### src/hw/rtl/phd_pkg.sv
// shared types and constants for the peak hold falling dot block
`default_nettype none

package phd_pkg;

    // number of channels with stored state
    localparam int CHANNELS = 16;

    // field widths
    localparam int CH_W     = 4;
    localparam int LEVEL_W  = 8;
    localparam int PERIOD_W = 4;
    localparam int HOLD_W   = 8;
    localparam int ACCEL_W  = 4;

    // configuration port
    localparam int CFG_IDX_W  = 2;
    localparam int CFG_DATA_W = 8;

    // configuration register indexes
    localparam logic [CFG_IDX_W-1:0] REG_FALL_PERIOD_START = 2'd0;
    localparam logic [CFG_IDX_W-1:0] REG_HOLD_TICKS        = 2'd1;
    localparam logic [CFG_IDX_W-1:0] REG_ACCEL_INTERVAL    = 2'd2;

    // configuration reset values
    localparam logic [PERIOD_W-1:0] FALL_PERIOD_START_RST = 4'd3;
    localparam logic [HOLD_W-1:0]   HOLD_TICKS_RST        = 8'd7;
    localparam logic [ACCEL_W-1:0]  ACCEL_INTERVAL_RST    = 4'd1;

    // per channel state
    typedef struct packed {
        logic [LEVEL_W-1:0]  dot;
        logic [PERIOD_W-1:0] period;
        logic [HOLD_W-1:0]   hold;
        logic [PERIOD_W-1:0] countdown;
        logic [ACCEL_W-1:0]  accel;
    } t_chan_state;

endpackage

`default_nettype wire

### src/hw/rtl/phd_if.sv
// stream interfaces for levels, results and configuration writes
`default_nettype none

interface phd_in_if;
    import phd_pkg::*;
    logic               valid;
    logic               ready;
    logic [CH_W-1:0]    channel;
    logic [LEVEL_W-1:0] level;
    modport source (output valid, output channel, output level, input ready);
    modport sink   (input valid, input channel, input level, output ready);
endinterface

interface phd_out_if;
    import phd_pkg::*;
    logic               valid;
    logic               ready;
    logic [CH_W-1:0]    channel_out;
    logic [LEVEL_W-1:0] dot_position;
    modport source (output valid, output channel_out, output dot_position, input ready);
    modport sink   (input valid, input channel_out, input dot_position, output ready);
endinterface

interface phd_cfg_if;
    import phd_pkg::*;
    logic                  valid;
    logic                  ready;
    logic [CFG_IDX_W-1:0]  index;
    logic [CFG_DATA_W-1:0] data;
    modport source (output valid, output index, output data, input ready);
    modport sink   (input valid, input index, input data, output ready);
endinterface

`default_nettype wire

### src/hw/rtl/peak_hold_falling_dot.sv
// peak_hold_falling_dot: per channel peak marker with accelerating fall
//
// i_in carries a channel index and its current bar level; o_res returns the
// channel and the updated dot height, one result per accepted transaction.
// i_cfg writes fall_period_start (0), hold_ticks (1) and accel_interval (2);
// it is always ready and should only be used while the block is idle.
// An accepted level lands in an input register; once the result register
// is free, the channel state is read, updated and written back while the
// result register loads and offers the result. Throughput is one transaction
// per cycle while the receiver keeps up, also for repeated hits on the same
// channel, since each state write back ends before the next item reads it.
// When the receiver stalls, the result register holds and the input
// register holds one more item; i_in.ready then drops.
// Synchronous active low reset clears all channel state to zero, loads the
// configuration defaults (3, 7, 1) and empties both registers.
`default_nettype none

module peak_hold_falling_dot (
    input  wire logic  i_clk,
    input  wire logic  i_rst_n,
    phd_in_if.sink     i_in,
    phd_cfg_if.sink    i_cfg,
    phd_out_if.source  o_res
);
    import phd_pkg::*;

    // configuration registers
    logic [PERIOD_W-1:0] r_fall_start;
    logic [HOLD_W-1:0]   r_hold_ticks;
    logic [ACCEL_W-1:0]  r_accel_int;

    // input stage
    logic                r_in_vld;
    logic [CH_W-1:0]     r_ch;
    logic [LEVEL_W-1:0]  r_lvl;

    // result stage
    logic                r_out_vld;
    logic [CH_W-1:0]     r_out_ch;
    logic [LEVEL_W-1:0]  r_out_dot;

    // channel state
    t_chan_state         r_state [CHANNELS];

    logic                out_free;
    logic                adv;
    logic                in_range;
    t_chan_state         cur;
    t_chan_state         n_state;
    logic [LEVEL_W-1:0]  n_dot;

    // pipeline flow control
    assign out_free    = !r_out_vld || o_res.ready;
    assign adv         = r_in_vld && out_free;
    assign i_in.ready  = !r_in_vld || out_free;
    assign i_cfg.ready = 1'b1;

    assign o_res.valid        = r_out_vld;
    assign o_res.channel_out  = r_out_ch;
    assign o_res.dot_position = r_out_dot;

    // configuration writes
    always_ff @(posedge i_clk) begin
        if (!i_rst_n) begin
            r_fall_start <= FALL_PERIOD_START_RST;
            r_hold_ticks <= HOLD_TICKS_RST;
            r_accel_int  <= ACCEL_INTERVAL_RST;
        end else if (i_cfg.valid) begin
            if (i_cfg.index == REG_FALL_PERIOD_START) begin
                r_fall_start <= i_cfg.data[PERIOD_W-1:0];
            end else if (i_cfg.index == REG_HOLD_TICKS) begin
                r_hold_ticks <= i_cfg.data[HOLD_W-1:0];
            end else if (i_cfg.index == REG_ACCEL_INTERVAL) begin
                r_accel_int <= i_cfg.data[ACCEL_W-1:0];
            end
        end
    end

    // channel update
    assign in_range = ({1'b0, r_ch} < (CH_W+1)'(CHANNELS));
    assign cur      = r_state[r_ch];

    always_comb begin
        n_state = cur;
        priority if (cur.dot <= r_lvl) begin
            // new peak: jump and reload everything
            n_state.dot       = r_lvl;
            n_state.period    = r_fall_start;
            n_state.hold      = r_hold_ticks;
            n_state.countdown = r_fall_start;
            n_state.accel     = r_accel_int;
        end else if (cur.countdown == '0) begin
            // one step down, then maybe shorten the period
            n_state.dot       = cur.dot - 1'b1;
            n_state.countdown = cur.period;
            if (cur.accel != '0) begin
                n_state.accel = cur.accel - 1'b1;
            end else begin
                if (cur.period != '0) begin
                    n_state.period = cur.period - 1'b1;
                end
                n_state.accel = r_accel_int;
            end
        end else if (cur.hold != '0) begin
            n_state.hold = cur.hold - 1'b1;
        end else begin
            n_state.countdown = cur.countdown - 1'b1;
        end
    end

    assign n_dot = in_range ? n_state.dot : '0;

    // state write back
    always_ff @(posedge i_clk) begin
        if (!i_rst_n) begin
            for (int k = 0; k < CHANNELS; k++) begin
                r_state[k] <= '0;
            end
        end else if (adv && in_range) begin
            r_state[r_ch] <= n_state;
        end
    end

    // stage valid flags
    always_ff @(posedge i_clk) begin
        if (!i_rst_n) begin
            r_in_vld  <= 1'b0;
            r_out_vld <= 1'b0;
        end else begin
            if (i_in.ready) begin
                r_in_vld <= i_in.valid;
            end
            if (out_free) begin
                r_out_vld <= r_in_vld;
            end
        end
    end

    // stage payloads
    always_ff @(posedge i_clk) begin
        if (i_in.valid && i_in.ready) begin
            r_ch  <= i_in.channel;
            r_lvl <= i_in.level;
        end
        if (adv) begin
            r_out_ch  <= r_ch;
            r_out_dot <= n_dot;
        end
    end

`ifndef SYNTHESIS
    // reset empties both stages
    a_reset_empty: assert property (@(posedge i_clk)
        !i_rst_n |=> (!r_in_vld && !r_out_vld))
        else $error("pipeline not empty after reset");

    // the dot never ends below the level that updated it
    a_dot_above_level: assert property (@(posedge i_clk) disable iff (!i_rst_n)
        (adv && in_range) |-> (n_state.dot >= r_lvl))
        else $error("dot below level");

    // a drop only happens when the countdown has run out
    a_drop_on_zero: assert property (@(posedge i_clk) disable iff (!i_rst_n)
        (adv && in_range && (n_state.dot < cur.dot)) |-> (cur.countdown == '0))
        else $error("dot dropped with countdown running");
`endif

endmodule

`default_nettype wire
### src/flat_wrapper.sv
// flat-port wrapper written by rule: the top's interface ports become plain ports
module peak_hold_falling_dot_flat import phd_pkg::*;
  (i_clk, i_rst_n, i_in_valid, i_in_channel, i_in_level, i_in_ready, i_cfg_valid, i_cfg_index, i_cfg_data, i_cfg_ready, o_res_valid, o_res_channel_out, o_res_dot_position, o_res_ready);
  phd_in_if i_in_i ();
  phd_cfg_if i_cfg_i ();
  phd_out_if o_res_i ();
  input  wire logic i_clk;
  input  wire logic i_rst_n;
  input wire logic [$bits(i_in_i.valid)-1:0] i_in_valid;
  input wire logic [$bits(i_in_i.channel)-1:0] i_in_channel;
  input wire logic [$bits(i_in_i.level)-1:0] i_in_level;
  output wire logic [$bits(i_in_i.ready)-1:0] i_in_ready;
  input wire logic [$bits(i_cfg_i.valid)-1:0] i_cfg_valid;
  input wire logic [$bits(i_cfg_i.index)-1:0] i_cfg_index;
  input wire logic [$bits(i_cfg_i.data)-1:0] i_cfg_data;
  output wire logic [$bits(i_cfg_i.ready)-1:0] i_cfg_ready;
  output wire logic [$bits(o_res_i.valid)-1:0] o_res_valid;
  output wire logic [$bits(o_res_i.channel_out)-1:0] o_res_channel_out;
  output wire logic [$bits(o_res_i.dot_position)-1:0] o_res_dot_position;
  input wire logic [$bits(o_res_i.ready)-1:0] o_res_ready;
  assign i_in_i.valid = i_in_valid;
  assign i_in_i.channel = i_in_channel;
  assign i_in_i.level = i_in_level;
  assign i_in_ready = i_in_i.ready;
  assign i_cfg_i.valid = i_cfg_valid;
  assign i_cfg_i.index = i_cfg_index;
  assign i_cfg_i.data = i_cfg_data;
  assign i_cfg_ready = i_cfg_i.ready;
  assign o_res_valid = o_res_i.valid;
  assign o_res_channel_out = o_res_i.channel_out;
  assign o_res_dot_position = o_res_i.dot_position;
  assign o_res_i.ready = o_res_ready;
  peak_hold_falling_dot u_core (.i_clk(i_clk), .i_rst_n(i_rst_n), .i_in(i_in_i), .i_cfg(i_cfg_i), .o_res(o_res_i));
endmodule
### config.mk
export PLATFORM = sky130hd
export DESIGN_NAME = peak_hold_falling_dot_flat
export DESIGN_NICKNAME = d
export VERILOG_FILES = /design/src/hw/rtl/phd_pkg.sv /design/src/hw/rtl/phd_if.sv /design/src/hw/rtl/peak_hold_falling_dot.sv /design/src/flat_wrapper.sv
export SDC_FILE = /design/constraint.sdc
export NUM_CORES = 1
export LEC_CHECK = 0
export BUFFER_PORTS_ARGS = -buffer_cell sky130_fd_sc_hd__buf_2
export CAP_MARGIN = 0
export CORE_MARGIN = 3
export CORE_UTILIZATION = 43
export CTS_CLUSTER_DIAMETER = 200
export DETAILED_ROUTE_END_ITERATION = 10
export PLACE_DENSITY = 0.62
export SYNTH_ARGS = -nofsm -noshare
export SYNTH_HDL_FRONTEND = slang
export SYNTH_SLANG_ARGS = --single-unit
### constraint.sdc
create_clock -name i_clk -period 4.8 [get_ports i_clk]
set_input_delay 0.96 -clock i_clk [delete_from_list [all_inputs] [get_ports i_clk]]
set_output_delay 0.96 -clock i_clk [all_outputs]
set_load 0.005 [all_outputs]
[Word level (Yosys, flattened, before mapping)]
Memory sizes are Yosys's and may differ from the RTL's. A register that Yosys moved wholly into a read port is not among the register bits.
Cells that the tools add are included.
Storage, ports and cells
  bits in registers: 42
  memory bits (writable): 448
  output and inout bits: 15
  word-level logic and storage cells: 53
  memories kept: 1
Operators by class
  $add $sub $neg: 5
  order comparisons: 1
  eq/ne operators: 2
  multiplexer cells: 18
  bitwise logic cells: 2
  reduce and logical (&&, ||, !) cells: 15
Memories
  u_core.r_state: depth 16, bits a word 28, read ports 1, clocked after Yosys merged registers in 1, wr ports 16, line peak_hold_falling_dot.sv:43  | t_chan_state r_state [CHANNELS];
Operators with widths (count)
  2-to-1 mux 28 bit: 2
  2-to-1 mux 4 bit: 8
  OR reduction 28 bit: 1
  2-to-1 mux 8 bit: 2
  subtractor 8 x 1 -> 8 bit (second input constant): 2
  2-to-1 mux 12 bit: 1
  subtractor 4 x 1 -> 4 bit (second input constant): 3
  <= comparator 8 bit: 1
  nonzero test 4 bit: 2
  nonzero test 8 bit: 1
  2-to-1 mux 1 bit: 5
  zero test 4 bit: 1
  AND reduction 4 bit: 1
  AND reduction 3 bit: 1
  == test 2 x 1 -> 1 bit (second input constant): 1
  == test 2 bit (second input constant): 1
  logical AND 1 bit: 2
  zero test 1 bit: 2
  zero test 2 bit: 1
  logical OR 1 bit: 2
  NOT 1 bit: 2
  AND reduction 2 bit: 1

[Depth between registers and ports, before layout]
  depth in word-level cells: 8
  gate-level depth with buffers: 18
  mapped depth without buffers: 11

[Worst setup path before layout]
No wires, ideal clock.
  path kind: register to register
  start point: register with a tool-made name
  end point: memory u_core.r_state[2][0] (netlist bit), data pin
  arrival time: 4.396 ns
  required time: 4.534 ns
  slack: 0.138 ns
  stages on the path, launching flop included: 17
  clock period less this slack: 4.662 ns
  cell sequence: dfxtp_1 -> buf_2 -> buf_2 -> buf_4 -> buf_6 -> buf_2 -> mux4_2 -> mux4_2 -> ha_1 -> nand3_1 -> or2_2 -> o21ai_1 -> buf_1 -> a21oi_1 -> o221ai_1 -> clkbuf_1 -> nor2_1
RTL lines (line)
  end: declaration: peak_hold_falling_dot.sv:43

==> load_flow_metrics.sql <==
INSERT INTO impl_metrics (metric_group, metric, value, unit) VALUES
('clock_tree', 'cts.root.buffer_cell', 'sky130_fd_sc_hd__clkbuf_16', ''),
('placement', 'place_worst_setup_slack', '0.237', 'ns'),
('floorplanning', 'initial_core_util', '0.438', ''),
('worst_setup_path', 'critical_path.max_fanout', '22', ''),
('logic_synthesis', 'synth-edff-count', '472', ''),
('clock_tree', 'cts_tree', 'done', ''),
('detailed_routing', 'post_drt_wl_per_cell', '28.9', 'µm'),
('floorplanning', 'die_h', '235', 'µm'),
('cells_and_area', 'area_of_the_multi_input_gates', '0.00725', 'mm²'),
('placement', 'detailed_place_hpwl', '39.1', 'mm'),
('logic_synthesis', 'synth_area_leaders', 'sky130_fd_sc_hd__edfxtp_1 63%, sky130_fd_sc_hd__mux4_2 12%, sky130_fd_sc_hd__nor2_1 4.8%, sky130_fd_sc_hd__nor3_1 2.5%, sky130_fd_sc_hd__mux2i_1 2.0%', ''),
('cells_and_area', 'final_core_utilization', '0.496', ''),
('cells_and_area', 'final_area', '0.0256', 'mm²'),
('floorplanning', 'floorplan.die.width', '235', 'µm'),
('clock_tree', 'cts.sink_count', '494', ''),
('grt', 'global_route.overflow_total', '0', ''),
('detailed_routing', 'number_of_nets_still_failing_antenna_checks_after_routing', '0', ''),
('detailed_routing', 'postRouteWirelength', '68.0', 'mm'),
('clock_tree', 'clock_latency', '0.59', 'ns'),
('placement', 'place.gp.congestion', '0.884', ''),
('floorplanning', 'i_o_pin_count', '42', ''),
('logic_synthesis', 'synth_area', '0.0226', 'mm²'),
('hold_path', 'hold_path_class', 'register to register', ''),
('clock_tree', 'cts.path.max_buffers', '3', ''),
('worst_setup_path', 'rrSetupSlack', '0.26', 'ns'),
('hold_path', 'holdCritStartpoint', 'u_core.r_hold_ticks[0]', ''),
('grt', 'antenna_found_initial', '1', ''),
('logic_synthesis', 'avgSynthCellArea', '14.2', 'µm²'),
('detailed_routing', 'num_vias', '14600', ''),
('logic_synthesis', 'post-synth-top-area-fraction', '0.626', ''),
('worst_setup_path', 'path_cells', 'buf_4 -> mux4_2 -> mux4_2 -> inv_1 -> ha_1 -> nor2b_1 -> o21ai_0 -> a31oi_1 -> o21ai_4 -> buf_4 -> a21oi_1 -> o221ai_1 -> buf_4 -> nor2_1', ''),
('logic_synthesis', 'synthFlopType', 'sky130_fd_sc_hd__edfxtp_1', ''),
('logic_synthesis', 'yosys_warn_count', '0', ''),
('worst_setup_path', 'path_class', 'register to register', ''),
('logic_synthesis', 'synth.largest_area_cell', 'sky130_fd_sc_hd__edfxtp_1', ''),
('logic_synthesis', 'synth-seq-area-share', '0.646', ''),
('floorplanning', 'core.rowCount', '83', ''),
('cells_and_area', 'final.fill_count', '4418', ''),
('grt', 'grt_usage', '0.244', ''),
('cells_and_area', 'antenna-diode-count', '0', ''),
('cells_and_area', 'post_route_cells_drive_above_1_share', '0.238', ''),
('logic_synthesis', 'postSynthNetCount', '1630', ''),
('placement', 'port-buffer-count', '40', ''),
('worst_setup_path', 'critical_path.reg2reg.endpoint', 'u_core.r_state[14][0]', ''),
('detailed_routing', 'drt_first_pass_iters', '5', ''),
('worst_setup_path', 'endpoint_kind', 'register', ''),
('cells_and_area', 'layout.area.seq', '0.0146', 'mm²'),
('power_and_ir_drop', 'power', '0.0107', 'W'),
('hold_path', 'hold-path-cell-count', '2', ''),
('clock_tree', 'clock_tree.htree_level_count', '2', ''),
('worst_setup_path', 'critical-path-max-stage-delay', '0.66', 'ns'),
('timing', 'slew-limit-headroom', '0.309', ''),
('worst_setup_path', 'slowest_stage', 'sky130_fd_sc_hd__o21ai_4', ''),
('logic_synthesis', 'async_reset_ff_frac', '0', ''),
('run_status', 'run_status', 'finished, final reports clean', ''),
('timing', 'setup_repair_after_global_routing_missed_its_margin', 'no', ''),
('timing', 'post_route_fraction_of_the_period_consumed_by_the_critical_path', '0.947', ''),
('clock_tree', 'cts_inserted_buffers', '53', ''),
('run', 'cap_viol_max_count', '0', ''),
('timing', 'worst_slack', '0.256', 'ns'),
('worst_setup_path', 'cp.buffers_inverters', '4', ''),
('logic_synthesis', 'synth_most_common_cell', 'sky130_fd_sc_hd__edfxtp_1', ''),
('timing', 'finalMaxSlewViolations', '0', ''),
('detailed_routing', 'post_drt_via_cell_ratio', '6.20', ''),
('grt', 'number_of_global_route_vias_before_repair', '14300', ''),
('power_and_ir_drop', 'pwr_cell_area', '416', 'mW/mm²'),
('logic_synthesis', 'syn_inst', '1590', ''),
('worst_setup_path', 'worstPathArrival', '4.85', 'ns'),
('floorplanning', 'floorplan.die_area', '0.0554', 'mm²'),
('clock_tree', 'cts_setup_buffers', '0', ''),
('hold_path', 'hold-path-endpoint', 'u_core.r_hold_ticks[0]', '');
metrics by stage:
| step | hold WS (ns) | std cells |
|---|---|---|
| after floorplan | 0.436 | 1590 |
| after global placement | 0.454 | 2255 |
| after detailed placement | 0.466 | 2255 |
| after CTS | 0.483 | 2350 |
| after global routing | 0.508 | 2350 |
| final | 0.484 | 2350 |
tightest hold or removal path, stage by stage (launching register included):
cell                      delay, ns
sky130_fd_sc_hd__dfxtp_1       0.33
sky130_fd_sc_hd__mux2i_1       0.07
sky130_fd_sc_hd__nand2_1       0.06
worst max-delay path by stage:
stage / from / endpoint / slack [ns] / cells after the start
2_1_floorplan: register / u_core.r_state[2][0] / 0.14 / 16
3_3_place_gp: register / u_core.r_state[1][17] / 0.29 / 12
3_5_place_dp: register / u_core.r_state[15][17] / 0.24 / 12
4_1_cts: register / u_core.r_state[15][17] / 0.23 / 12
5_1_grt: register / u_core.r_state[2][4] / 0.02 / 15
6_report: register / u_core.r_state[14][0] / 0.26 / 14
what timing repair did:
| action | CTS | global route |
|---|---|---|
| hold buffers | 0 | 0 |
| resized for setup | 0 | 2 |
| endpoints found under the setup margin | 0 | 34 |
| endpoints found under the hold margin | 0 | 0 |
per-layer routing:
layer	wire length, µm	track usage	vias up
met5	0	0	-
met4	2170	0.0758	0
met3	6800	0.0467	118
met2	32300	0.389	802
met1	26800	0.340	7493
li1	-	-	6147
state kept, by name (all words and copies together), names as in the netlist, named ones only:
signal and flops:
u_core.o_res.valid 1, u_core.o_res.channel_out 4, u_core.r_fall_start 4, u_core.r_hold_ticks 8, u_core.r_lvl 8, u_core.r_state 448
u_core.o_res.dot_position 8, u_core.r_accel_int 4, u_core.r_in_vld 1, u_core.r_ch 4
cell type report:
class | instances | area share
sequential | 494 | 0.570
multi-input combinational | 915 | 0.283
timing repair buffer | 137 | 0.0446
inverter | 29 | 0.00425
tap | 680 | 0.0332
clock buffer | 72 | 0.0557
clock inverter | 23 | 0.00893
cells by family (layout without fill, tap and decap cells):
| family | count (synthesis) | count (layout) | share of synthesized area |
|---|---|---|---|
| and+or+nand+nor | 579 | 579 | 0.118 |
| DFF | 494 | 494 | 0.646 |
| buffers and inverters | 181 | 261 | 0.0379 |
| muxes | 175 | 175 | 0.144 |
| AOI/OAI and AO/OA | 143 | 143 | 0.0459 |
| adders and majority gates | 13 | 13 | 0.00719 |
| xor gates and xnor gates | 4 | 4 | 0.00155 |
| other | 1 | 1 | 0.000166 |
power breakdown:
part | internal, W | switching [W] | total (W)
combinational | 0.000589 | 0.00114 | 0.00172
clock | 0.00233 | 0.00165 | 0.00398
sequential | 0.00489 | 0.0000831 | 0.00497
cell usage in the layout, fill, tap and decap left out, types with 21 or more instances in the layout:
| cell type | count |
|---|---|
| sky130_fd_sc_hd__edfxtp_1 | 472 |
| sky130_fd_sc_hd__nor2_1 | 288 |
| sky130_fd_sc_hd__mux4_2 | 120 |
| sky130_fd_sc_hd__nor3_1 | 111 |
| sky130_fd_sc_hd__buf_4 | 79 |
| sky130_fd_sc_hd__clkbuf_16 | 53 |
| sky130_fd_sc_hd__mux2i_1 | 45 |
| sky130_fd_sc_hd__a21oi_1 | 44 |
| sky130_fd_sc_hd__nand2_1 | 42 |
| sky130_fd_sc_hd__buf_2 | 40 |
| sky130_fd_sc_hd__nor4_1 | 34 |
| sky130_fd_sc_hd__inv_1 | 23 |
| sky130_fd_sc_hd__nor2b_1 | 21 |
No activity file was read; power rests on OpenSTA's default activity.
